## src/assert_macros.svh

```systemverilog
// ----------------------------------------------------------------------------
// Assertion macros
// Shared concurrent assertion forms for the heap queue RTL.
// ----------------------------------------------------------------------------
`ifndef ASSERT_MACROS_SVH
`define ASSERT_MACROS_SVH

// Check a property on every clock edge outside reset.
`define BHPQ_ASSERT(lbl, clk, rst_n, prop, msg) \
	lbl: assert property (@(posedge clk) disable iff (!rst_n) (prop)) else $error(msg);

// Check that an antecedent implies a consequent in the next cycle.
`define BHPQ_ASSERT_NEXT(lbl, clk, rst_n, ante, cons, msg) \
	lbl: assert property (@(posedge clk) disable iff (!rst_n) (ante) |=> (cons)) else $error(msg);

`endif

```

## src/bhpq_pkg.sv

```systemverilog
// ----------------------------------------------------------------------------
// Heap queue package
// Sizes, operation codes and status codes of the binary heap priority queue.
// ----------------------------------------------------------------------------
package bhpq_pkg;

	localparam int CAPACITY = 1024;
	localparam int ADDR_W   = $clog2(CAPACITY);
	localparam int CNT_W    = $clog2(CAPACITY + 1);
	localparam int DATA_W   = 32;
	localparam int M_DATA_W = ((DATA_W + CNT_W + 7) / 8) * 8;
	localparam int M_USER_W = 1 + 2;

	// Operation requested by an input beat
	localparam logic FUNC_PUSH = 1'b0;
	localparam logic FUNC_POP  = 1'b1;

	// Ordering selected by the configuration bit
	localparam logic ORDER_MAX = 1'b0;
	localparam logic ORDER_MIN = 1'b1;

	// Result status
	typedef enum logic [1:0] {
		ST_OK    = 2'd0,
		ST_FULL  = 2'd1,
		ST_EMPTY = 2'd2
	} status_t;

endpackage

```

## src/bhpq_cmp.sv

```systemverilog
// ----------------------------------------------------------------------------
// Heap order comparator
// Tells whether operand a belongs strictly above operand b in the heap.
// ----------------------------------------------------------------------------
module bhpq_cmp
	import bhpq_pkg::*;
(
	input  logic              order_mode,
	input  logic [DATA_W-1:0] a,
	input  logic [DATA_W-1:0] b,
	output logic              better
);

	logic a_gt_b;
	logic b_gt_a;

	// Signed compare both ways
	assign a_gt_b = $signed(a) > $signed(b);
	assign b_gt_a = $signed(b) > $signed(a);

	// Larger wins in a max-heap, smaller wins in a min-heap
	assign better = (order_mode == ORDER_MIN) ? b_gt_a : a_gt_b;

endmodule

```

## config.mk

```make
export PLATFORM = sky130hd
export DESIGN_NAME = bhpq_cmp
export DESIGN_NICKNAME = d
export VERILOG_FILES = /design/src/assert_macros.svh /design/src/bhpq_pkg.sv /design/src/bhpq_cmp.sv
export SDC_FILE = /design/constraint.sdc
export NUM_CORES = 1
export LEC_CHECK = 0
export BUFFER_PORTS_ARGS = -buffer_cell sky130_fd_sc_hd__buf_4
export CAP_MARGIN = 20
export CELL_PAD_IN_SITES_DETAIL_PLACEMENT = 1
export CELL_PAD_IN_SITES_GLOBAL_PLACEMENT = 2
export CORE_MARGIN = 1
export CORE_UTILIZATION = 21
export DETAILED_ROUTE_END_ITERATION = 6
export PLACE_DENSITY = 0.85
export SLEW_MARGIN = 10
export SYNTH_ARGS = -nofsm -noshare
export SYNTH_HDL_FRONTEND = slang
export SYNTH_SLANG_ARGS = --single-unit
```

## constraint.sdc

```tcl
create_clock -name vclk -period 6.9
set_clock_uncertainty 0.15 [all_clocks]
set_input_delay 1.38 -clock vclk [all_inputs]
set_output_delay 1.38 -clock vclk [all_outputs]
set_load 0.01 [all_outputs]
```

==> results.json, run 1 <==
{
  "syn_nets": 215,
  "finalSetupTns_ns": 0,
  "gr-usage-met3_pct": 0.528,
  "grt_pass1_vias": 1141,
  "firstDrtPassIters": 3,
  "grt_pass1_wl_mm": 4.49,
  "core_area_sq_um": 3740,
  "hold_viol": 0,
  "period_share_pct": 68.4,
  "postLayoutCellArea_sq_um": 1390,
  "crit_path_start": "a[14]",
  "drt_iter0_markers": 10,
  "synthCells": 118,
  "setup_viol": 0,
  "seqCellArea_sq_um": 0,
  "rows": 22,
  "areaGrowthSynthToFinish_pct": 66.6,
  "portBuffers": 66,
  "final_common_cell": "buf_4",
  "start_util_pct": 22.3,
  "grtUsageTotal_pct": 12.9,
  "yosysSeqAreaShare_pct": 0,
  "antenna_found_initial": 0,
  "outcome": "complete, no violations",
  "whs_ns": 3.13,
  "p_leak_nw": 0.854,
  "cts_resized": 0,
  "seq_cells": 0,
  "dp_hpwl_mm": 2.40,
  "cp_max_fo": 3,
  "cap_viol_max_count": 0,
  "ios": 66,
  "drc": 0,
  "fill_cells": 496,
  "drive_gt1_share_pct": 38.0,
  "diodes": 0,
  "place_congestion": 0.645,
  "vias_per_cell": 4.49,
  "grt_setup_unrepaired": "false",
  "die_w_um": 65.0,
  "end_kind": "primary output",
  "worstMarginPinSlew_ns": 0.460,
  "hold_buffers": 0,
  "grt_max_degree": 4,
  "synth_area_sq_um": 835,
  "critPathRequiredTime_ns": 5.37,
  "use_met2_pct": 28.5,
  "ir_worst_vdd_mv": 0.0204,
  "cts_setup_buffers": 0,
  "die_h_um": 65.0,
  "gr-total-overflow": 0,
  "startpoint_type": "input pin",
  "crit_type": "input pin to primary output",
  "period_minus_slack_ns": 4.72,
  "top_usage_layer": "met2",
  "fmax_mhz": 212,
  "die_area_sq_um": 4230,
  "syn_avg_cell_area_sq_um": 7.07,
  "vias": 1041,
  "place_area_sq_um": 1390,
  "multi_input_area_sq_um": 707,
  "final_cell_mix": "buf_4, inv_1, ha_1",
  "cp.arrival_ns": 3.19,
  "relSlewSlack_pct": 69.1,
  "clock_buffers": 0,
  "gr-usage-met1_pct": 13.5,
  "ant_nets": 0,
  "min_from": "order_mode",
  "cellPowerDensity_nw_per_um2": 55.3,
  "hp-class": "input pin to primary output",
  "yosys_warnings": 0,
  "final_nets": 283,
  "drv_slew": 0,
  "drt-total-wl_mm": 2.51,
  "total_power_mw": 0.0769,
  "synth_cell_types": 20,
  "wire_per_inst_um": 10.8
}
[metal layers]
metal | share of wire, % | routed length, um | vias to the layer above
met5 | 0 | 0 | -
met4 | 0 | 0 | 0
met3 | 6.3 | 158 | 0
met2 | 57 | 1420 | 37
met1 | 37 | 927 | 463
li1 | - | - | 541
[synth_stat cells, drive strengths merged]
cell | instances | area share [%]
nor2 | 2 | 0.90
nand2 | 9 | 4.0
xor2 | 1 | 1.0
nand3 | 2 | 1.2
o21ai | 5 | 3.4
nand4 | 6 | 4.5
nor4 | 2 | 2.2
nor3 | 1 | 0.60
inv | 34 | 15
a221o | 1 | 1.2
o211ai | 1 | 0.90
a211o | 1 | 1.0
a21o | 3 | 2.7
a21oi | 16 | 10
a41oi | 1 | 1.0
ha | 32 | 48
mux2 | 1 | 1.3
[metrics by stage]
stage	worst slack, ns	cells	utilization, %
after floorplan	2.45	118	-
after global placement	2.21	232	37.1
after detailed placement	2.17	232	37.1
after CTS	2.16	232	37.1
after global routing	2.02	232	37.1
final	2.18	232	37.1
[worst paths after layout]
check,end,slack [ns],depth (start not counted)
worst max-delay path,better,2.18,10
worst min-delay path,better,3.13,4
[critical path, cell delays in order]
cell and delay, ns:
buf_4 0.08, inv_1 0.04, ha_1 0.32, nand4_1 0.14, nor2_1 0.07, a221o_1 0.32
a211o_1 0.24, a21oi_2 0.13, mux2_1 0.33, buf_4 0.15
[cells by family after synthesis]
kind of cell / synth area share, %
buffers and inverters: 15.3
adder cells (fa/ha/maj): 48.0
AO/OA/AOI/OAI: 20.8
AND/OR/NAND/NOR: 13.5
XOR/XNOR: 1.05
multiplexers: 1.35
[area by class of cell]
cell class	count	share of cell area, %
multi-input cells	84	50.9
repair buffers	66	35.6
well taps	48	4.32
inverters	34	9.18
[report_power, final]
group          leakage (nW)  internal, mW  total (mW)  switching (mW)
logic                 0.854        0.0455      0.0769          0.0315
clock network             0             0           0               0
registers                 0             0           0               0
Note: power is estimated with default switching activity, not from simulation.
==> run 2: changes to the inputs <==
--- a/config.mk
+++ b/config.mk
@@ -10,9 +10,9 @@
 export CELL_PAD_IN_SITES_DETAIL_PLACEMENT = 1
 export CELL_PAD_IN_SITES_GLOBAL_PLACEMENT = 2
 export CORE_MARGIN = 1
-export CORE_UTILIZATION = 21
+export CORE_UTILIZATION = 20
 export DETAILED_ROUTE_END_ITERATION = 6
-export PLACE_DENSITY = 0.85
+export PLACE_DENSITY = 0.81
 export SLEW_MARGIN = 10
 export SYNTH_ARGS = -nofsm -noshare
 export SYNTH_HDL_FRONTEND = slang
==> constraint.sdc (replaced) <==
create_clock -name vclk -period 4.6
set_clock_uncertainty 0.15 [all_clocks]
set_input_delay 0.92 -clock vclk [all_inputs]
set_output_delay 0.92 -clock vclk [all_outputs]
set_load 0.01 [all_outputs]
==> run 2 against run 1 <==
  * Routed wire length fell by 1.8%
  * Global-route usage down 2.2 points
  * Highest routed layer unchanged
  * Hold slack got worse by 0.89 ns
  * Die area is 4.8% higher
  * Combinational power rose by 50%
  * Cell area is 0.18% higher
  * Largest cell class unchanged
  * Non-clock buffer count did not move
  * Clock-buffer cell count unchanged
==> results.json, run 2 (synthesis gave the netlist of run 1 again) <==
{
  "outcome": "complete, no violations",
  "finalSetupTns_ns": 0,
  "dp_hpwl_mm": 2.43,
  "die_area_sq_um": 4430,
  "antenna_found_initial": 0,
  "hold_viol": 0,
  "cts_resized": 0,
  "total_power_mw": 0.115,
  "vias": 1053,
  "ir_worst_vdd_mv": 0.0341,
  "clock_buffers": 0,
  "vias_per_cell": 4.50,
  "grt_pass1_wl_mm": 3.82,
  "gr-total-overflow": 0,
  "grtUsageTotal_pct": 10.7,
  "cp_max_fo": 3,
  "grt_max_degree": 4,
  "cp.arrival_ns": 2.75,
  "firstDrtPassIters": 3,
  "final_common_cell": "buf_4",
  "period_share_pct": 83.0,
  "place_congestion": 0.656,
  "hold_buffers": 0,
  "die_w_um": 66.6,
  "start_util_pct": 20.9,
  "p_leak_nw": 0.854,
  "diodes": 0,
  "cap_viol_max_count": 0,
  "startpoint_type": "input pin",
  "period_minus_slack_ns": 3.82,
  "critPathRequiredTime_ns": 3.53,
  "seqCellArea_sq_um": 0,
  "crit_type": "input pin to primary output",
  "drt-total-wl_mm": 2.46,
  "areaGrowthSynthToFinish_pct": 66.9,
  "cts_setup_buffers": 0,
  "cellPowerDensity_nw_per_um2": 82.6,
  "grt_setup_unrepaired": "false",
  "worstMarginPinSlew_ns": 0.484,
  "die_h_um": 66.6,
  "hp-class": "input pin to primary output",
  "drive_gt1_share_pct": 38.0,
  "end_kind": "primary output",
  "rows": 23,
  "drc": 0,
  "core_area_sq_um": 4000,
  "grt_pass1_vias": 985,
  "final_nets": 283,
  "drt_iter0_markers": 13,
  "fmax_mhz": 262,
  "fill_cells": 509,
  "seq_cells": 0,
  "relSlewSlack_pct": 67.5,
  "wire_per_inst_um": 10.5,
  "ant_nets": 0,
  "drv_slew": 0,
  "ios": 66,
  "setup_viol": 0,
  "portBuffers": 66,
  "final_cell_mix": "buf_4, inv_1, ha_1"
}
[run 2: cell counts in the layout (fill, tap and decap cells not counted)]
Identical to the previous run, type by type.
[run 2: cell type report]
type	count	area [sq um]	share of cell area [%]
inverter	34	128	9.16
multi-input combinational	84	707	50.8
tap	50	62.6	4.49
timing repair buffer	66	495	35.6
[run 2: through the flow]
step	instances	worst slack, ns	instance area (sq um)	util, %	hold WS [ns]
after global placement	234	0.778	1390	34.8	2.25
after CTS	234	0.766	1390	34.8	2.26
after global routing	234	0.691	1390	34.8	2.29
after floorplan	118	1.07	835	-	2.01
final	234	0.783	1390	34.8	2.24
after detailed placement	234	0.766	1390	34.8	2.26
[run 2: worst paths after layout]
check       start     end  slack (ns)  depth (start not counted)
max         a[14]  better        0.78                         10
min    order_mode  better        2.24                          4
[run 2: report_power, final]
part	switching (mW)	internal, mW
registers	0	0
clock network	0	0
logic	0.0472	0.0678
total	0.0472	0.0678
[run 2: per-layer routing]
metal  global-route usage (%)  part of all wire (%)  wire (um)  vias up
met1                     11.5                    37        916      477
met5                        0                     0          0        -
met2                     23.4                    57       1400       36
met3                    0.171                   5.8        144        0
met4                        0                     0          0        0
li1                         -                     -          -      540
[run 2: critical path, cell delays in order]
cell and delay [ns]:
buf_4 0.08, inv_1 0.03, ha_1 0.32, nand4_1 0.16, nor2_1 0.07, a221o_1 0.32
a211o_1 0.24, a21oi_2 0.12, mux2_1 0.33, buf_4 0.15
